===== config.mk =====
export PLATFORM = sky130hd
export DESIGN_NAME = parallel_lane_i2c_master
export DESIGN_NICKNAME = d
export VERILOG_FILES = /design/src/hdl/plim_pkg.sv /design/src/hdl/parallel_lane_i2c_master.sv
export SDC_FILE = /design/constraint.sdc
export NUM_CORES = 1
export LEC_CHECK = 0
export ABC_CLOCK_PERIOD_IN_PS = 6230
export BUFFER_PORTS_ARGS = -buffer_cell sky130_fd_sc_hd__buf_2
export CAP_MARGIN = 20
export CORE_ASPECT_RATIO = 2
export CORE_MARGIN = 2
export CORE_UTILIZATION = 55
export CTS_BUF_LIST = sky130_fd_sc_hd__clkbuf_4
export DETAILED_ROUTE_END_ITERATION = 10
export PLACE_DENSITY_LB_ADDON = 0.12
export SYNTH_ARGS = -nofsm -noshare
export SYNTH_HDL_FRONTEND = slang
export SYNTH_SLANG_ARGS = --single-unit

===== constraint.sdc =====
create_clock -name clk -period 6.23 [get_ports clk]
set_input_delay 0.3115 -clock clk [delete_from_list [all_inputs] [get_ports clk]]
set_output_delay 0.3115 -clock clk [all_outputs]
set_load 0.01 [all_outputs]

===== src/hdl/plim_pkg.sv =====
// Shared types, constants and sequence tables for the parallel lane I2C master.
package plim_pkg;

  // Number of lanes wired to devices; lanes at or above this count stay released.
  localparam int unsigned LANE_COUNT = 4;
  localparam int unsigned SLOTS      = 4;

  // Lanes that may be driven and sampled.
  localparam logic [SLOTS-1:0] LANE_OK =
    (LANE_COUNT >= SLOTS) ? {SLOTS{1'b1}} : SLOTS'((1 << LANE_COUNT) - 1);

  // Register reset values.
  localparam logic [6:0] ADDR_RESET    = 7'd72;
  localparam logic [7:0] VALREG_RESET  = 8'd80;

  // Configuration register indexes.
  localparam logic REG_DEVICE_ADDRESS = 1'b0;
  localparam logic REG_VALUE_REGISTER = 1'b1;

  // Command codes carried by the operation field.
  typedef enum logic [1:0] {
    OP_TICK       = 2'd0,
    OP_WRITE_REG  = 2'd1,
    OP_READ_REG   = 2'd2,
    OP_READ_VALUE = 2'd3
  } op_t;

  // Bus segments, one-hot.
  typedef enum logic [10:0] {
    SEG_END     = 11'b000_0000_0001,
    SEG_START   = 11'b000_0000_0010,
    SEG_TX_AW   = 11'b000_0000_0100,
    SEG_TX_REG  = 11'b000_0000_1000,
    SEG_TX_DATA = 11'b000_0001_0000,
    SEG_TX_AR   = 11'b000_0010_0000,
    SEG_RX      = 11'b000_0100_0000,
    SEG_MACK    = 11'b000_1000_0000,
    SEG_MNACK   = 11'b001_0000_0000,
    SEG_RESTART = 11'b010_0000_0000,
    SEG_STOP    = 11'b100_0000_0000
  } seg_t;

  localparam int unsigned SEQ_SLOTS = 10;

  localparam seg_t WRITE_SEQ [SEQ_SLOTS] = '{
    SEG_START, SEG_TX_AW, SEG_TX_REG, SEG_TX_DATA, SEG_STOP,
    SEG_END, SEG_END, SEG_END, SEG_END, SEG_END
  };
  localparam seg_t READ_SEQ [SEQ_SLOTS] = '{
    SEG_START, SEG_TX_AW, SEG_TX_REG, SEG_RESTART, SEG_TX_AR,
    SEG_RX, SEG_MNACK, SEG_STOP, SEG_END, SEG_END
  };
  localparam seg_t VALUE_SEQ [SEQ_SLOTS] = '{
    SEG_START, SEG_TX_AW, SEG_TX_REG, SEG_RESTART, SEG_TX_AR,
    SEG_RX, SEG_MACK, SEG_RX, SEG_MNACK, SEG_STOP
  };

  // Segment at a given position of a command's sequence.
  function automatic seg_t seg_at(input op_t cmd, input logic [3:0] idx);
    seg_t seg;
    seg = SEG_END;
    if (idx < 4'(SEQ_SLOTS)) begin
      case (cmd)
        OP_WRITE_REG:  seg = WRITE_SEQ[idx];
        OP_READ_REG:   seg = READ_SEQ[idx];
        OP_READ_VALUE: seg = VALUE_SEQ[idx];
        default:       seg = SEG_END;
      endcase
    end
    return seg;
  endfunction

  // Number of half-phases in a segment.
  function automatic logic [4:0] seg_len(input seg_t seg);
    logic [4:0] len;
    case (seg)
      SEG_START, SEG_STOP:                             len = 5'd3;
      SEG_TX_AW, SEG_TX_REG, SEG_TX_DATA, SEG_TX_AR:   len = 5'd18;
      SEG_RX:                                          len = 5'd16;
      SEG_MACK, SEG_MNACK:                             len = 5'd2;
      SEG_RESTART:                                     len = 5'd4;
      default:                                         len = 5'd1;
    endcase
    return len;
  endfunction

endpackage


===== src/hdl/parallel_lane_i2c_master.sv =====
// Top level of the parallel lane I2C master: sequencer, lane capture and output register.
//
// Usage. Each transfer on the slave stream is one bus half-phase. While the
// master is idle, an operation other than tick starts a command: register
// write, register read or two-byte value read, on the lanes set in lane_mask.
// From then on every transfer, whatever its operation, yields one SCL level
// and one SDA drive pattern per lane, and the sda_sample bits of the transfer
// are captured on the high halves of receive bits. The master stream carries
// one result per input transfer; tlast marks the half-phase on which the stop
// condition completes, and only that result carries the read slots.
// A result is registered at the edge that takes the input transfer. Throughput
// is one transfer per cycle; the input is taken whenever the output register
// is empty or is being emptied in the same cycle, so a stall on the master
// side holds the result and stops the slave side without losing anything.
// Reset empties the output register, returns the sequencer to idle and
// restores the address 72 and value register 80.
// The APB port writes device_address at 0x0 and value_register at 0x4.
module parallel_lane_i2c_master (
  input  logic        clk,
  input  logic        rst,
  // Slave stream
  input  logic        s_tvalid,
  output logic        s_tready,
  // lane_mask[3:0], reg_index[11:4], write_value[19:12], sda_sample[23:20]
  input  logic [23:0] s_tdata,
  // operation[1:0]
  input  logic [1:0]  s_tuser,
  // Master stream
  output logic        m_tvalid,
  input  logic        m_tready,
  // scl_level[0], sda_drive[4:1], busy_res[5], slot0_value[20:6],
  // slot1_value[35:21], slot2_value[50:36], slot3_value[65:51], zero[71:66]
  output logic [71:0] m_tdata,
  // done_res
  output logic        m_tlast,
  // Configuration port
  input  logic        psel,
  input  logic        penable,
  input  logic        pwrite,
  input  logic [2:0]  paddr,
  input  logic [31:0] pwdata,
  output logic [31:0] prdata,
  output logic        pready
);
  import plim_pkg::*;

  // Configuration registers
  logic [6:0] device_address;
  logic [7:0] value_register;

  // Sequencer state
  op_t        active_command;
  logic [3:0] seg_idx;
  logic [4:0] phase;
  logic [3:0] latched_mask;
  logic [7:0] latched_register;
  logic [7:0] latched_write_byte;
  logic [15:0] lane_capture [SLOTS];

  // Input fields
  op_t        in_op;
  logic [3:0] in_mask;
  logic [7:0] in_reg;
  logic [7:0] in_wbyte;
  logic [3:0] in_sda;

  // Effective values for this half-phase
  logic        accept;
  logic        start;
  op_t         cmd_e;
  logic [3:0]  mask_e;
  logic [7:0]  reg_e;
  logic [7:0]  wbyte_e;
  logic [3:0]  idx_e;
  logic [4:0]  phase_e;
  logic [15:0] cap_e [SLOTS];
  seg_t        seg;
  logic [7:0]  tx_byte;
  logic        scl;
  logic        sda;
  logic        sample;
  logic        last;
  logic        run;
  logic [3:0]  pins;
  logic [3:0]  drive;
  logic [15:0] cap_next [SLOTS];
  logic [15:0] swapped;
  logic [14:0] slot [SLOTS];

  assign in_op    = op_t'(s_tuser);
  assign in_mask  = s_tdata[3:0];
  assign in_reg   = s_tdata[11:4];
  assign in_wbyte = s_tdata[19:12];
  assign in_sda   = s_tdata[23:20];

  assign s_tready = !m_tvalid || m_tready;
  assign accept   = s_tvalid && s_tready;

  // Configuration port: always ready, reads return the register value.
  assign pready = 1'b1;
  assign prdata = (paddr[2] == REG_VALUE_REGISTER) ? {24'd0, value_register}
                                                   : {25'd0, device_address};

  always_ff @(posedge clk) begin
    if (rst) begin
      device_address <= ADDR_RESET;
      value_register <= VALREG_RESET;
    end else if (psel && penable && pwrite && pready) begin
      if (paddr[2] == REG_DEVICE_ADDRESS) begin
        device_address <= pwdata[6:0];
      end else begin
        value_register <= pwdata[7:0];
      end
    end
  end

  // A new command latches its operands and is decoded on the same half-phase.
  always_comb begin
    start   = (active_command == OP_TICK) && (in_op != OP_TICK);
    cmd_e   = start ? in_op : active_command;
    mask_e  = start ? (in_mask & LANE_OK) : latched_mask;
    reg_e   = !start ? latched_register :
              ((in_op == OP_READ_VALUE) ? value_register : in_reg);
    wbyte_e = start ? in_wbyte : latched_write_byte;
    idx_e   = start ? 4'd0 : seg_idx;
    phase_e = start ? 5'd0 : phase;
    for (int i = 0; i < SLOTS; i++) begin
      cap_e[i] = start ? 16'd0 : lane_capture[i];
    end
  end

  // Segment of the command sequence that holds this half-phase.
  assign seg = seg_at(cmd_e, idx_e);

  // Byte shifted out in a transmit segment; the address is read live.
  always_comb begin
    case (seg)
      SEG_TX_AW:  tx_byte = {device_address, 1'b0};
      SEG_TX_AR:  tx_byte = {device_address, 1'b1};
      SEG_TX_REG: tx_byte = reg_e;
      default:    tx_byte = wbyte_e;
    endcase
  end

  // Half-phase decode.
  always_comb begin
    scl    = 1'b1;
    sda    = 1'b1;
    sample = 1'b0;
    last   = 1'b0;
    run    = 1'b0;
    if (cmd_e != OP_TICK) begin
      run = 1'b1;
      case (seg)
        SEG_START: begin
          scl = (phase_e < 5'd2);
          sda = (phase_e == 5'd0);
        end
        SEG_RESTART: begin
          scl = (phase_e == 5'd1) || (phase_e == 5'd2);
          sda = (phase_e < 5'd2);
        end
        SEG_STOP: begin
          scl  = (phase_e != 5'd0);
          sda  = (phase_e == 5'd2);
          last = (phase_e == 5'd2);
        end
        SEG_RX: begin
          scl    = phase_e[0];
          sample = phase_e[0];
        end
        SEG_MACK: begin
          scl = phase_e[0];
          sda = 1'b0;
        end
        SEG_MNACK: begin
          scl = phase_e[0];
        end
        SEG_TX_AW, SEG_TX_REG, SEG_TX_DATA, SEG_TX_AR: begin
          scl = phase_e[0];
          sda = phase_e[4] ? 1'b1 : tx_byte[3'd7 - phase_e[3:1]];
        end
        default: begin
          // Past the end of the sequence: back to an idle bus.
          run = 1'b0;
        end
      endcase
    end
    drive = (!run || sda) ? 4'hF : ~mask_e;
  end

  // Lane capture and result slots.
  always_comb begin
    pins = in_sda & mask_e;
    for (int i = 0; i < SLOTS; i++) begin
      cap_next[i] = sample ? {cap_e[i][14:0], pins[i]} : cap_e[i];
    end
    swapped = '0;
    for (int i = 0; i < SLOTS; i++) begin
      slot[i] = '0;
      if (last && (cmd_e == OP_READ_REG)) begin
        slot[i] = {7'd0, cap_e[SLOTS-1-i][7:0]};
      end else if (last && (cmd_e == OP_READ_VALUE)) begin
        swapped = {cap_e[i][7:0], cap_e[i][15:8]};
        slot[i] = swapped[15:1];
      end
    end
  end

  // Sequencer state.
  always_ff @(posedge clk) begin
    if (rst) begin
      active_command     <= OP_TICK;
      seg_idx            <= '0;
      phase              <= '0;
      latched_mask       <= '0;
      latched_register   <= '0;
      latched_write_byte <= '0;
      for (int i = 0; i < SLOTS; i++) begin
        lane_capture[i] <= '0;
      end
    end else if (accept) begin
      if (start) begin
        latched_mask       <= mask_e;
        latched_register   <= reg_e;
        latched_write_byte <= wbyte_e;
      end
      for (int i = 0; i < SLOTS; i++) begin
        lane_capture[i] <= cap_next[i];
      end
      if (!run || last) begin
        active_command <= OP_TICK;
        seg_idx        <= '0;
        phase          <= '0;
      end else begin
        active_command <= cmd_e;
        if (phase_e == seg_len(seg) - 5'd1) begin
          seg_idx <= idx_e + 4'd1;
          phase   <= '0;
        end else begin
          seg_idx <= idx_e;
          phase   <= phase_e + 5'd1;
        end
      end
    end
  end

  // Output register.
  always_ff @(posedge clk) begin
    if (rst) begin
      m_tvalid <= 1'b0;
    end else if (accept) begin
      m_tvalid <= 1'b1;
    end else if (m_tready) begin
      m_tvalid <= 1'b0;
    end
  end

  always_ff @(posedge clk) begin
    if (accept) begin
      m_tdata <= {6'd0, slot[3], slot[2], slot[1], slot[0], run && !last, drive, scl};
      m_tlast <= last;
    end
  end

endmodule


; ---- Word-level counts from Yosys, hierarchy flattened
; Memories as Yosys holds them, arrays and structs flattened.
; Index checks and enable logic that the tools add are counted.
[classes]
n_reduce_logical = 29
n_shift = 0
addsub = 4
mul = 0
eq_ne = 17
div_mod_pow = 0
n_lt_le_gt_ge = 4
muxes = 65
bitwise = 9
[ops]
columns = op, count
row1 = $mux W16, 12
row2 = $mux W8, 12
row3 = $mux W11, 7
row4 = $pmux W11 S3, 1
row5 = $mux W5, 6
row6 = $pmux W5 S5, 1
row7 = $pmux W8 S3, 1
row8 = $mux W1, 16
row9 = $mux W4, 4
row10 = $eq A11 B10 Y1 const B, 1
row11 = $eq A11 B11 Y1 const B, 1
row12 = $eq A11 B2 Y1 const B, 1
row13 = $eq A11 B3 Y1 const B, 1
row14 = $eq A11 B4 Y1 const B, 1
row15 = $eq A11 B5 Y1 const B, 1
row16 = $eq A11 B6 Y1 const B, 1
row17 = $eq A11 B7 Y1 const B, 1
row18 = $eq A11 B8 Y1 const B, 1
row19 = $eq A11 B9 Y1 const B, 1
row20 = $reduce_or A10 Y1, 1
row21 = $logic_and A1 B1 Y1, 7
row22 = $reduce_or A7 Y1, 1
row23 = $eq A2 B2 Y1 const B, 3
row24 = $reduce_and A2 Y1, 3
row25 = other kinds (29), 43
[totals]
n_memories = 4
in_bits = 68
ff_bits = 114
elab_cells = 146
latchBits = 0
romBits = 528
output_inout_bits = 108
ramBits = 64
[memory_table]
columns = name, words, width, read_ports, rd_clocked_by_memory_dff, wr, line
row1 = (name not given), 16, 11, 1, 0, 0, plim_pkg.sv:66  ; OP_READ_VALUE: seg = VALUE_SEQ[idx];
row2 = (name not given), 16, 11, 1, 0, 0, plim_pkg.sv:65  ; OP_READ_REG: seg = READ_SEQ[idx];
row3 = (name not given), 16, 11, 1, 0, 0, plim_pkg.sv:64  ; OP_WRITE_REG: seg = WRITE_SEQ[idx];
row4 = lane_capture, 4, 16, 4, 0, 4, parallel_lane_i2c_master.sv:58  ; logic [15:0] lane_capture [SLOTS];

; ---- Logic depth before layout (Yosys ltp)
; Gate-level depths: netlist (run 1).
[depth]
depth_word = 22
depth_mapped = 23
ltp_nobuf = 18

; ---- Least setup slack after synthesis (run 1)
; No wires, ideal clock.
[synth_timing]
path_kind = input -> register
start = input s_tuser[1]
end = register phase[0]
slack_ns = 1.522
path_stages = 21
required_ns = 6.112
t_arrival_ns = 4.591
n_path_buf = 5
setup_time_ns = 0.118
cell_sequence = buf_4 > o21ai_0 > clkbuf_1 > clkbuf_1 > buf_1 > clkbuf_1 > nand2_1 > ha_1 > nor2b_1 > o21ai_1 > o211ai_1 > nor4b_4 > nor2_1 > and3_1 > ha_1 > xnor2_1 > xnor2_1 > nand3_1 > a211o_4 > and2_1 > a22o_1
[synth_between]
elab_chain_len = 19
word_cells_on_any_way = 52
cone_classes = add/sub (2) / order compare (1) / eq/ne (15) / mux (21) / bitwise (1) / reduce/logical (9) / memory (3)
[synth_lines]
columns = element, line
row1 = "start, declared", parallel_lane_i2c_master.sv:27  ; input logic [1:0] s_tuser,
row2 = $reduce_bool A2 Y1, parallel_lane_i2c_master.sv:119  ; start = (active_command == OP_TICK) && (in_op != OP_TICK);
row3 = $logic_and A1 B1 Y1, parallel_lane_i2c_master.sv:119
row4 = $mux W4, parallel_lane_i2c_master.sv:125  ; idx_e = start ? 4'd0 : seg_idx;
row5 = $not A4 Y5 (implied by the code), "plim_pkg.sv:64, plim_pkg.sv:65, plim_pkg.sv:66"
row6 = $mem_v2 Z16 W11 (on tied branches), -
row7 = $mux W11 (on tied branches) (2 in series), "plim_pkg.sv:66, plim_pkg.sv:64, plim_pkg.sv:65"
row8 = $pmux W11 S3, plim_pkg.sv:63  ; case (cmd)
row9 = $mux W11, plim_pkg.sv:62  ; if (idx < 4'(SEQ_SLOTS)) begin
row10 = [2 not listed], -
row11 = $pmux W5 S5, plim_pkg.sv:76  ; case (seg)
row12 = $mux W5, parallel_lane_i2c_master.sv:231  ; if (!run || last) begin
row13 = $mux W5, parallel_lane_i2c_master.sv:222  ; end else if (accept) begin
row14 = $mux W5, parallel_lane_i2c_master.sv:212  ; if (rst) begin
row15 = $sub A5 B1 Y5, parallel_lane_i2c_master.sv:237  ; if (phase_e == seg_len(seg) - 5'd1) begin
row16 = $eq A5 B5 Y1, parallel_lane_i2c_master.sv:237
row17 = $mux W5, parallel_lane_i2c_master.sv:237
row18 = $mux W5 *, parallel_lane_i2c_master.sv:231
row19 = "end signal, assigned", parallel_lane_i2c_master.sv:242  ; phase <= phase_e + 5'd1;
row20 = "end, declared", parallel_lane_i2c_master.sv:54  ; logic [4:0] phase;
; Every way passes the cells marked *; elsewhere a longest branch is shown, timed or not. The select of a mux whose other input is x is not followed.
; A chain may end at the register's enable or synchronous reset.

; ---- Worst setup path in the final report (run 1)
[layout_timing]
start = register active_command[0]
end = register seg_idx[2]
[layout_between]
elab_chain_len = 19
word_cells_on_any_way = 52
cone_classes = add/sub (2) / order compare (1) / eq/ne (15) / mux (21) / bitwise (1) / reduce/logical (9) / memory (3)
[layout_lines]
columns = element, line
row1 = "start, declared", parallel_lane_i2c_master.sv:52  ; op_t active_command;
row2 = "start signal, assigned", parallel_lane_i2c_master.sv:236  ; active_command <= cmd_e;
row3 = $logic_not A2 Y1, parallel_lane_i2c_master.sv:119
row4 = $logic_and A1 B1 Y1, parallel_lane_i2c_master.sv:119
row5 = $mux W4, parallel_lane_i2c_master.sv:125
row6 = $not A4 Y5 (implied by the code), "plim_pkg.sv:64, plim_pkg.sv:65, plim_pkg.sv:66"
row7 = $mem_v2 Z16 W11 (on tied branches), -
row8 = $mux W11 (on tied branches) (2 in series), "plim_pkg.sv:66, plim_pkg.sv:64, plim_pkg.sv:65"
row9 = $pmux W11 S3, plim_pkg.sv:63
row10 = $mux W11, plim_pkg.sv:62
row11 = [2 not listed], -
row12 = $pmux W5 S5, plim_pkg.sv:76
row13 = $mux W5, parallel_lane_i2c_master.sv:231
row14 = $mux W5, parallel_lane_i2c_master.sv:222
row15 = $mux W5, parallel_lane_i2c_master.sv:212
row16 = $sub A5 B1 Y5, parallel_lane_i2c_master.sv:237
row17 = $eq A5 B5 Y1, parallel_lane_i2c_master.sv:237
row18 = $mux W4, parallel_lane_i2c_master.sv:237
row19 = $mux W4 *, parallel_lane_i2c_master.sv:231
row20 = "end signal, assigned", parallel_lane_i2c_master.sv:238  ; seg_idx <= idx_e + 4'd1;
row21 = "end signal, assigned", parallel_lane_i2c_master.sv:241  ; seg_idx <= idx_e;
row22 = "end, declared", parallel_lane_i2c_master.sv:53  ; logic [3:0] seg_idx;
; Marked as above.

==> results_tabular.tex, run 1 <==
\begin{tabular}{lr}
\hline
Metric & Value \\
\hline
\multicolumn{2}{l}{\textbf{Placement}} \\
Placed cell area & 9610 um\^{}2 \\
Placer's final routability congestion estimate & 0.915 \\
Worst slack, placed & 1.71 ns \\
Input/output buffers & 118 \\
HPWL after detailed placement & 14500 um \\
\multicolumn{2}{l}{\textbf{Power and ir drop}} \\
Largest voltage drop on the vdd net & 132 uV \\
Portion of total power attributed to the clock network & 27.9\% \\
Power Dens Cells & 227 nW/um\^{}2 \\
Sum of internal, switching and leakage power & 0.00231 W \\
Sw Ratio & 27.3\% \\
Seq pwr share & 59.7\% \\
Share of total power in combinational logic & 12.4\% \\
Leakage power figure & 3.81 nW \\
Internal cell power & 0.00168 W \\
Sw Pwr & 0.000632 W \\
\multicolumn{2}{l}{\textbf{Min path}} \\
Worst hold path stage count & 3 \\
Min-delay src & s\_tuser[0] \\
Path class of the lowest-slack min-delay path & input port to register \\
Worst-case hold path end point & latched\_register[6] \\
\multicolumn{2}{l}{\textbf{Critical path}} \\
Required @ worst endpoint & 6.74 ns \\
Worst path max stage delay & 0.63 ns \\
Startpoint of the worst register-to-register path & active\_command[0] \\
Kind of capture point of the worst setup path & register \\
Sequence of cells on the critical path & nor2\_1 > o21ai\_4 > and3\_1 > ha\_1 > inv\_1 > a21o\_1 > a41oi\_2 > a211oi\_1 > nor2\_1 > and3\_1 > ha\_1 > xnor2\_1 > xnor2\_1 > nand3\_1 > a211o\_4 > nand4b\_1 > o22ai\_1 \\
Crit path max-delay cell type & a211oi\_1 \\
Register-to-register path setup slack & 1.67 ns \\
RR Endpoint & seg\_idx[2] \\
Crit Path Class & register to register \\
Nature of the critical path startpoint & register \\
R2R cell count & 17 \\
Maximum fanout along the worst path & 19 \\
Worst endpoint data arrival time & 5.06 ns \\
\multicolumn{2}{l}{\textbf{Die}} \\
Die boundary height & 185 um \\
Placeable core area & 16200 um\^{}2 \\
Total Die Area & 17600 um\^{}2 \\
Number of placement rows & 66 \\
Initial cell density of the core & 55.9\% \\
Number of primary I/O pins & 176 \\
Die X & 94.7 um \\
\multicolumn{2}{l}{\textbf{Finish}} \\
Proportion of layout cells with a drive suffix above 1 & 19.3\% \\
Nets & 1084 \\
Area of all placed cells without fillers & 10200 um\^{}2 \\
Fill cell total of the finished layout & 1405 \\
Commonest cells after routing, fill and taps aside & 147 x nand2\_1, 131 x edfxtp\_1, 118 x buf\_2 \\
Most common library cell in the layout ignoring fill and taps & nand2\_1 \\
Area overhead of the layout relative to synthesis & 12.6\% \\
Post-layout util & 63.0\% \\
\multicolumn{2}{l}{\textbf{STA}} \\
Number of pins exceeding their max-slew limit in the final report & 0 \\
Clock skew after layout & 0.0176 ns \\
Setup TNS & 0 ns \\
Final worst slack & 1.67 ns \\
Final hold vios & 0 \\
Unrepaired setup endpoints after global routing & no \\
Actual slew at the worst max-slew pin & 0.994 ns \\
Period utilization & 73.1\% \\
Total setup violations reported at the end of the flow & 0 \\
FMAX & 220 MHz \\
Period minus WS final & 4.56 ns \\
Max-slew headroom at the worst pin & 33.7\% \\
\multicolumn{2}{l}{\textbf{Run}} \\
Max\_cap viols & 0 \\
\multicolumn{2}{l}{\textbf{Clocking}} \\
Clock network latency to the later pin of the worst-skew pair & 0.57 ns \\
Clock tree root buffer cell & clkbuf\_4 \\
TritonCTS clock tree & done \\
Number of buffers added to fix hold violations after cts & 30 \\
Post\_cts resized & 0 \\
Depth of the CTS H-tree & 4 \\
Number of buffers added for setup after CTS & 0 \\
Clk slew on worst S/H paths & 0.14 ns \\
Largest buffer count on any clock path & 2 \\
Clock Sink Count & 178 \\
TritonCTS Buffers & 17 \\
\multicolumn{2}{l}{\textbf{GRT}} \\
Number of antenna violations at the first check in global routing & 1 \\
Grt total ovfl & 0 \\
Global-route wire length before repair & 32700 um \\
Total routing resource utilization after global routing & 24.1\% \\
Via count of the first global-routing pass & 6511 \\
Largest net degree at the start of global routing & 74 \\
\multicolumn{2}{l}{\textbf{Route}} \\
Average wire length per cell after detail routing & 17.1 um \\
Iteration count of the initial detailed-routing pass & 5 \\
Detailed Route Iter0 Violations & 368 \\
Post-DR vias/cell & 5.74 \\
Number of remaining DRC errors & 0 \\
Residual antenna-violating net count after detailed routing & 0 \\
Total via count after detailed routing & 7048 \\
Total length of routed wires & 21000 um \\
\multicolumn{2}{l}{\textbf{Synth}} \\
Gate count of the mapped netlist & 895 \\
Yosys warning count & 0 \\
Number of register bits inferred by synthesis & 178 \\
Mean instance size in the synthesized netlist & 10.1 um\^{}2 \\
Area contributors post-synth & edfxtp\_1 43\%, dfxtp\_1 10\%, nand2\_1 6.1\% \\
Primary FF master, synth & edfxtp\_1 \\
Synth top area share & 43.4\% \\
Portion of the post-synthesis area used by sequential elements & 53.8\% \\
Share of flip-flops with an asynchronous set or reset & 0\% \\
Cell type with the highest aggregate area in the netlist & edfxtp\_1 \\
EDFF count, synth & 131 \\
Library cells used by synthesis & 72 \\
Synthesized cell area & 9050 um\^{}2 \\
\multicolumn{2}{l}{\textbf{Outcome}} \\
Result of the run & complete, no violations \\
\hline
\end{tabular}
final cells by class:
cell class              instances  area, um^2  share of cell area, %
clock inverters                13         136                   1.34
flip-flops and latches        178        4870                   47.8
repair buffers                161         988                   9.70
diodes                          1        2.50                 0.0245
well taps                     204         255                   2.50
multi-input cells             634        3730                   36.6
inverters                      17        63.8                  0.626
clock buffers                  19         143                   1.40
through the flow:
stage          instances  hold slack, ns
6_report            1227           0.215
5_1_grt             1227           0.188
4_1_cts             1226           0.170
3_5_place_dp        1164           0.446
3_3_place_gp        1164           0.441
2_1_floorplan        924           0.429
Yosys cell counts (9+ instances only):
cell type and number:
nand2_1 147, edfxtp_1 131, a21oi_1 99, nand3_1 80
dfxtp_1 47, clkbuf_1 45, a22o_1 41, nor2_1 39
buf_4 35, and2_1 32, inv_1 16, mux2i_1 11
a311oi_1 10, nor3_1 9
registers in the layout, summed over array words and instances, names as in the netlist:
name	cells
m_tlast	1
latched_mask	4
seg_idx	4
value_register	8
lane_capture	64
m_tdata	66
latched_write_byte	8
m_tvalid	1
latched_register	8
phase	5
device_address	7
active_command	2
worst max-delay path: cells and delay by family (launching register included):
| kind | cells | cell delay [ns] |
|---|---|---|
| buffers and inverters | 1 | 0.07 |
| AOI/OAI and AO/OA | 6 | 1.71 |
| adders and majority gates | 2 | 0.46 |
| DFF | 1 | 0.55 |
| xor gates and xnor gates | 2 | 0.34 |
| and+or+nand+nor | 6 | 1.34 |
per-layer routing:
layer	global-route usage, %	vias up	share of wire (%)
li1	-	3417	-
met1	24.8	3348	36
met2	45.8	231	56
met3	3.72	52	4.0
met4	12.3	0	4.2
met5	0	-	0
kinds of logic (layout without fill, tap and decap cells):
family / after synthesis / after routing / synth area share (%)
AND/OR/NAND/NOR: 354 / 354 / 18.8
XOR/XNOR: 7 / 7 / 0.677
flip-flops: 178 / 178 / 53.8
buffers and inverters: 112 / 210 / 6.54
AO/OA/AOI/OAI: 217 / 217 / 17.0
multiplexers: 18 / 18 / 2.09
other: 2 / 32 / 0.0829
adder cells (fa/ha/maj): 7 / 7 / 0.967
how the worst max path moves through the flow:
stage	start	end	slack (ns)	cells past startpoint
CTS	active_command[0]	seg_idx[2]	1.65	17
detailed placement	active_command[0]	seg_idx[2]	1.71	17
global route	active_command[0]	seg_idx[0]	1.34	17
finish	active_command[0]	seg_idx[2]	1.67	17
floorplan	s_tuser[1]	phase[0]	1.52	21
global placement	active_command[0]	seg_idx[2]	1.77	17
power groups by stage:
stage	clock network (W)	logic [W]	registers, W
after floorplan	0	0.000195	0.00140
after global placement	0	0.000267	0.00141
after detailed placement	0	0.000271	0.00141
after CTS	0.000662	0.000286	0.00138
after global routing	0.000700	0.000312	0.00139
final	0.000646	0.000286	0.00138
No activity file was read; power rests on OpenSTA's default activity.
==> inputs of run 2 (changes only) <==
--- a/config.mk
+++ b/config.mk
@@ -5,7 +5,8 @@
 export SDC_FILE = /design/constraint.sdc
 export NUM_CORES = 1
 export LEC_CHECK = 0
-export ABC_CLOCK_PERIOD_IN_PS = 6230
+export ABC_AREA = 1
+export ABC_CLOCK_PERIOD_IN_PS = 4400
 export BUFFER_PORTS_ARGS = -buffer_cell sky130_fd_sc_hd__buf_2
 export CAP_MARGIN = 20
 export CORE_ASPECT_RATIO = 2
==> constraint.sdc (replaced) <==
create_clock -name clk -period 4.4 [get_ports clk]
set_input_delay 0.22 -clock clk [delete_from_list [all_inputs] [get_ports clk]]
set_output_delay 0.22 -clock clk [all_outputs]
set_load 0.01 [all_outputs]
==> results_tabular.tex, run 2 <==
\begin{tabular}{lr}
\hline
Metric & Value \\
\hline
\multicolumn{2}{l}{\textbf{Outcome}} \\
Result of the run & complete, no violations \\
\multicolumn{2}{l}{\textbf{Synth}} \\
Dominant combinational cell family by area after synthesis & simple AND/OR/NAND/NOR gates \\
Fraction of the mapped netlist area in compound gates & 16.6\% (-0.45 points) \\
Portion of the post-synthesis area used by sequential elements & 54.8\% (+0.94 points) \\
Yosys warning count & 0 (unchanged) \\
Synthesized cell area & 8900 um\^{}2 (-1.7\%) \\
Fraction of the mapped netlist area in adder cells & 0.984\% (+0.017 points) \\
Mean instance size in the synthesized netlist & 8.87 um\^{}2 (-12\%) \\
Synth top area share & 44.2\% (+0.76 points) \\
Cell type with the highest aggregate area in the netlist & edfxtp\_1 \\
Cell with the most instances after synthesis & nand2\_1 \\
Library cells used by synthesis & 43 (-40\%) \\
EDFF count, synth & 131 (unchanged) \\
Share of flip-flops with an asynchronous set or reset & 0\% (unchanged) \\
Primary FF master, synth & edfxtp\_1 \\
Multiplexer share of the synthesized area & 0\% (-2.1 points) \\
Synthesized-area fraction occupied by xor and xnor cells & 0.590\% (-0.087 points) \\
Area contributors post-synth & edfxtp\_1 44\%, dfxtp\_1 11\%, nand2\_1 9.5\% \\
Area share of and/or/nand/nor cells after synthesis & 19.0\% (+0.23 points) \\
Top cell types by occurrence after synthesis & 225 x nand2\_1, 131 x edfxtp\_1, 117 x o21ai\_0 \\
Number of register bits inferred by synthesis & 178 (unchanged) \\
Gate count of the mapped netlist & 1003 (+12\%) \\
\multicolumn{2}{l}{\textbf{Clocking}} \\
TritonCTS clock tree & done \\
TritonCTS Buffers & 17 (unchanged) \\
Depth of the CTS H-tree & 4 (unchanged) \\
Clock network latency to the later pin of the worst-skew pair & 0.60 ns (+0.03 ns) \\
Clock tree root buffer cell & clkbuf\_4 \\
Largest buffer count on any clock path & 2 (unchanged) \\
Clk slew on worst S/H paths & 0.14 ns (about the same) \\
Number of buffers added for setup after CTS & 0 (unchanged) \\
Post\_cts resized & 0 (unchanged) \\
Clock Sink Count & 178 (unchanged) \\
Number of buffers added to fix hold violations after cts & 27 (-10\%) \\
\multicolumn{2}{l}{\textbf{STA}} \\
Total setup violations reported at the end of the flow & 0 (unchanged) \\
FMAX & 265 MHz (+21\%) \\
Setup TNS & 0 ns (unchanged) \\
Period utilization & 85.7\% (+13 points) \\
Clock skew after layout & 0.0264 ns (+0.00884 ns) \\
Actual slew at the worst max-slew pin & 0.962 ns (-0.0313 ns) \\
Max-slew headroom at the worst pin & 35.8\% (+2.2 points) \\
Final hold vios & 0 (unchanged) \\
Final worst slack & 0.629 ns (-1.05 ns) \\
Unrepaired setup endpoints after global routing & no \\
Number of pins exceeding their max-slew limit in the final report & 0 (unchanged) \\
Worst-case hold slack & 0.0219 ns (-0.193 ns) \\
Period minus WS final & 3.77 ns (-0.784 ns) \\
\multicolumn{2}{l}{\textbf{Finish}} \\
Nets & 1203 (+11\%) \\
Commonest cells after routing, fill and taps aside & 224 x nand2\_1, 131 x edfxtp\_1, 118 x buf\_2 \\
Largest registers & m\_tdata x66, lane\_capture x64 \\
Area overhead of the layout relative to synthesis & 13.0\% \\
Area of the multi-input gates & 3430 um\^{}2 (-7.9\%) \\
Post-layout util & 63.7\% (+0.74 points) \\
Register containing the most flip-flops in the final layout & m\_tdata \\
Proportion of layout cells with a drive suffix above 1 & 18.1\% (-1.1 points) \\
Area occupied by registers & 4870 um\^{}2 (unchanged) \\
Most common library cell in the layout ignoring fill and taps & nand2\_1 \\
Fill cell total of the finished layout & 1408 (+0.21\%) \\
Largest register FFs & 66 (unchanged) \\
\multicolumn{2}{l}{\textbf{Route}} \\
Post-DR vias/cell & 5.49 (-4.4\%) \\
Total via count after detailed routing & 7377 (+4.7\%) \\
Total length of routed wires & 20800 um (-0.68\%) \\
Detailed Route Iter0 Violations & 420 (+14\%) \\
Iteration count of the initial detailed-routing pass & 5 (unchanged) \\
Number of remaining DRC errors & 0 (unchanged) \\
Residual antenna-violating net count after detailed routing & 0 (unchanged) \\
Average wire length per cell after detail routing & 15.5 um (-9.3\%) \\
\multicolumn{2}{l}{\textbf{GRT}} \\
Via count of the first global-routing pass & 6910 (+6.1\%) \\
Global-route wire length before repair & 33400 um (+2.0\%) \\
Total routing resource utilization after global routing & 24.7\% (+0.56 points) \\
Largest net degree at the start of global routing & 72 (-2.7\%) \\
Number of antenna violations at the first check in global routing & 1 (unchanged) \\
Grt total ovfl & 0 (unchanged) \\
\multicolumn{2}{l}{\textbf{Power and ir drop}} \\
Leakage power figure & 4.14 nW (+8.5\%) \\
Largest voltage drop on the vdd net & 227 uV (+72\%) \\
Sum of internal, switching and leakage power & 0.00362 W (+57\%) \\
Power Dens Cells & 360 nW/um\^{}2 (+59\%) \\
\multicolumn{2}{l}{\textbf{Die}} \\
Total Die Area & 17300 um\^{}2 (-1.7\%) \\
Initial cell density of the core & 56.4\% (+0.46 points) \\
Die boundary height & 184 um (-0.84\%) \\
Placeable core area & 15800 um\^{}2 (-2.5\%) \\
Number of placement rows & 65 (-1.5\%) \\
Die X & 94.0 um (-0.82\%) \\
Number of primary I/O pins & 176 (unchanged) \\
\multicolumn{2}{l}{\textbf{Min path}} \\
Path class of the lowest-slack min-delay path & input port to register \\
Worst hold path stage count & 4 (+1) \\
\multicolumn{2}{l}{\textbf{Critical path}} \\
Required @ worst endpoint & 4.86 ns (-1.88 ns) \\
Nature of the critical path startpoint & register \\
Startpoint of the worst register-to-register path & active\_command[0] \\
Last element of the critical path & phase[2] \\
Crit Path Class & register to register \\
Worst path max stage delay & 0.48 ns (-0.15 ns) \\
Register-to-register path setup slack & 0.63 ns (-1.05 ns) \\
Sequence of cells on the critical path & nor2\_2 > nand2\_4 > nand2\_1 > nor2\_1 > ha\_1 > nand2\_1 > nor2\_1 > nor2\_4 > a21oi\_4 > nor2\_4 > nand2\_1 > nand3\_1 > nor2\_2 > nand2\_1 > ha\_1 > nand3\_1 > nand2\_1 > nand2\_1 > nand3\_1 > a21oi\_4 > nand3\_4 > nand3b\_1 > o21ai\_1 \\
Kind of capture point of the worst setup path & register \\
Worst setup startpoint & active\_command[0] \\
RR Endpoint & phase[2] \\
Maximum fanout along the worst path & 10 (-9) \\
Crit-path most repeated cell & nand2\_1 \\
Crit path max-delay cell type & dfxtp\_1 \\
R2R cell count & 23 (+6) \\
Worst endpoint data arrival time & 4.23 ns (-0.83 ns) \\
\multicolumn{2}{l}{\textbf{Run}} \\
Max\_cap viols & 0 (unchanged) \\
\multicolumn{2}{l}{\textbf{Placement}} \\
Input/output buffers & 118 (unchanged) \\
Placer's final routability congestion estimate & 0.956 (+4.4\%) \\
HPWL after detailed placement & 14200 um (-2.5\%) \\
Worst slack, placed & 0.680 ns (-1.03 ns) \\
\hline
\end{tabular}
[run 2: cell type report]
| class | instances | share of cell area, % |
|---|---|---|
| Tap cell | 201 | 2.50 |
| Clock buffer | 18 | 1.34 |
| Antenna cell | 1 | 0.0249 |
| Timing Repair Buffer | 158 | 9.78 |
| Multi-Input combinational cell | 704 | 34.2 |
| Inverter | 69 | 2.58 |
| Clock inverter | 14 | 1.13 |
| Sequential cell | 178 | 48.5 |
[run 2: cell families (layout without fill, tap and decap cells)]
family	Yosys count	count (layout)
other cells	2	32
flops	178	178
fa+ha+maj	7	7
buf+inv	150	259
simple gates	389	389
xor+xnor	6	6
compound gates	271	271
[run 2: worst max-delay path: cells and delay by family, from the launching register on]
family / cells / cell delay (ns)
adder cells (fa/ha/maj): 2 / 0.48
AO/OA/AOI/OAI: 3 / 0.45
AND/OR/NAND/NOR: 18 / 2.21
flip-flops: 1 / 0.48
[run 2: worst min-delay path by stage]
stage	from	end	slack [ns]
detailed placement	latched_mask[0]	latched_mask[0]	0.45
CTS	s_tuser[0]	active_command[0]	0.0004
floorplan	rst	m_tvalid	0.29
global placement	latched_mask[0]	latched_mask[0]	0.44
finish	s_tuser[0]	active_command[0]	0.02
global route	s_tvalid	m_tvalid	0.009
[run 2: power breakdown]
group          total, W  internal (W)  switching [W]
sequential      0.00199       0.00192      0.0000679
combinational  0.000773      0.000241       0.000532
clock          0.000855      0.000281       0.000574
[run 2: stage by stage]
| stage | instances | instance area [um^2] |
|---|---|---|
| global route | 1343 | 10100 |
| detailed placement | 1283 | 9530 |
| finish | 1343 | 10100 |
| global placement | 1283 | 9530 |
| floorplan | 1032 | 9010 |
| CTS | 1342 | 10100 |
[run 2: routing by layer]
layer | wire (um) | vias to the layer above | GRT usage, %
li1 | - | 3642 | -
met4 | 464 | 0 | 8.93
met5 | 0 | - | 0
met3 | 881 | 31 | 3.90
met2 | 11600 | 220 | 45.9
met1 | 7930 | 3484 | 27.8
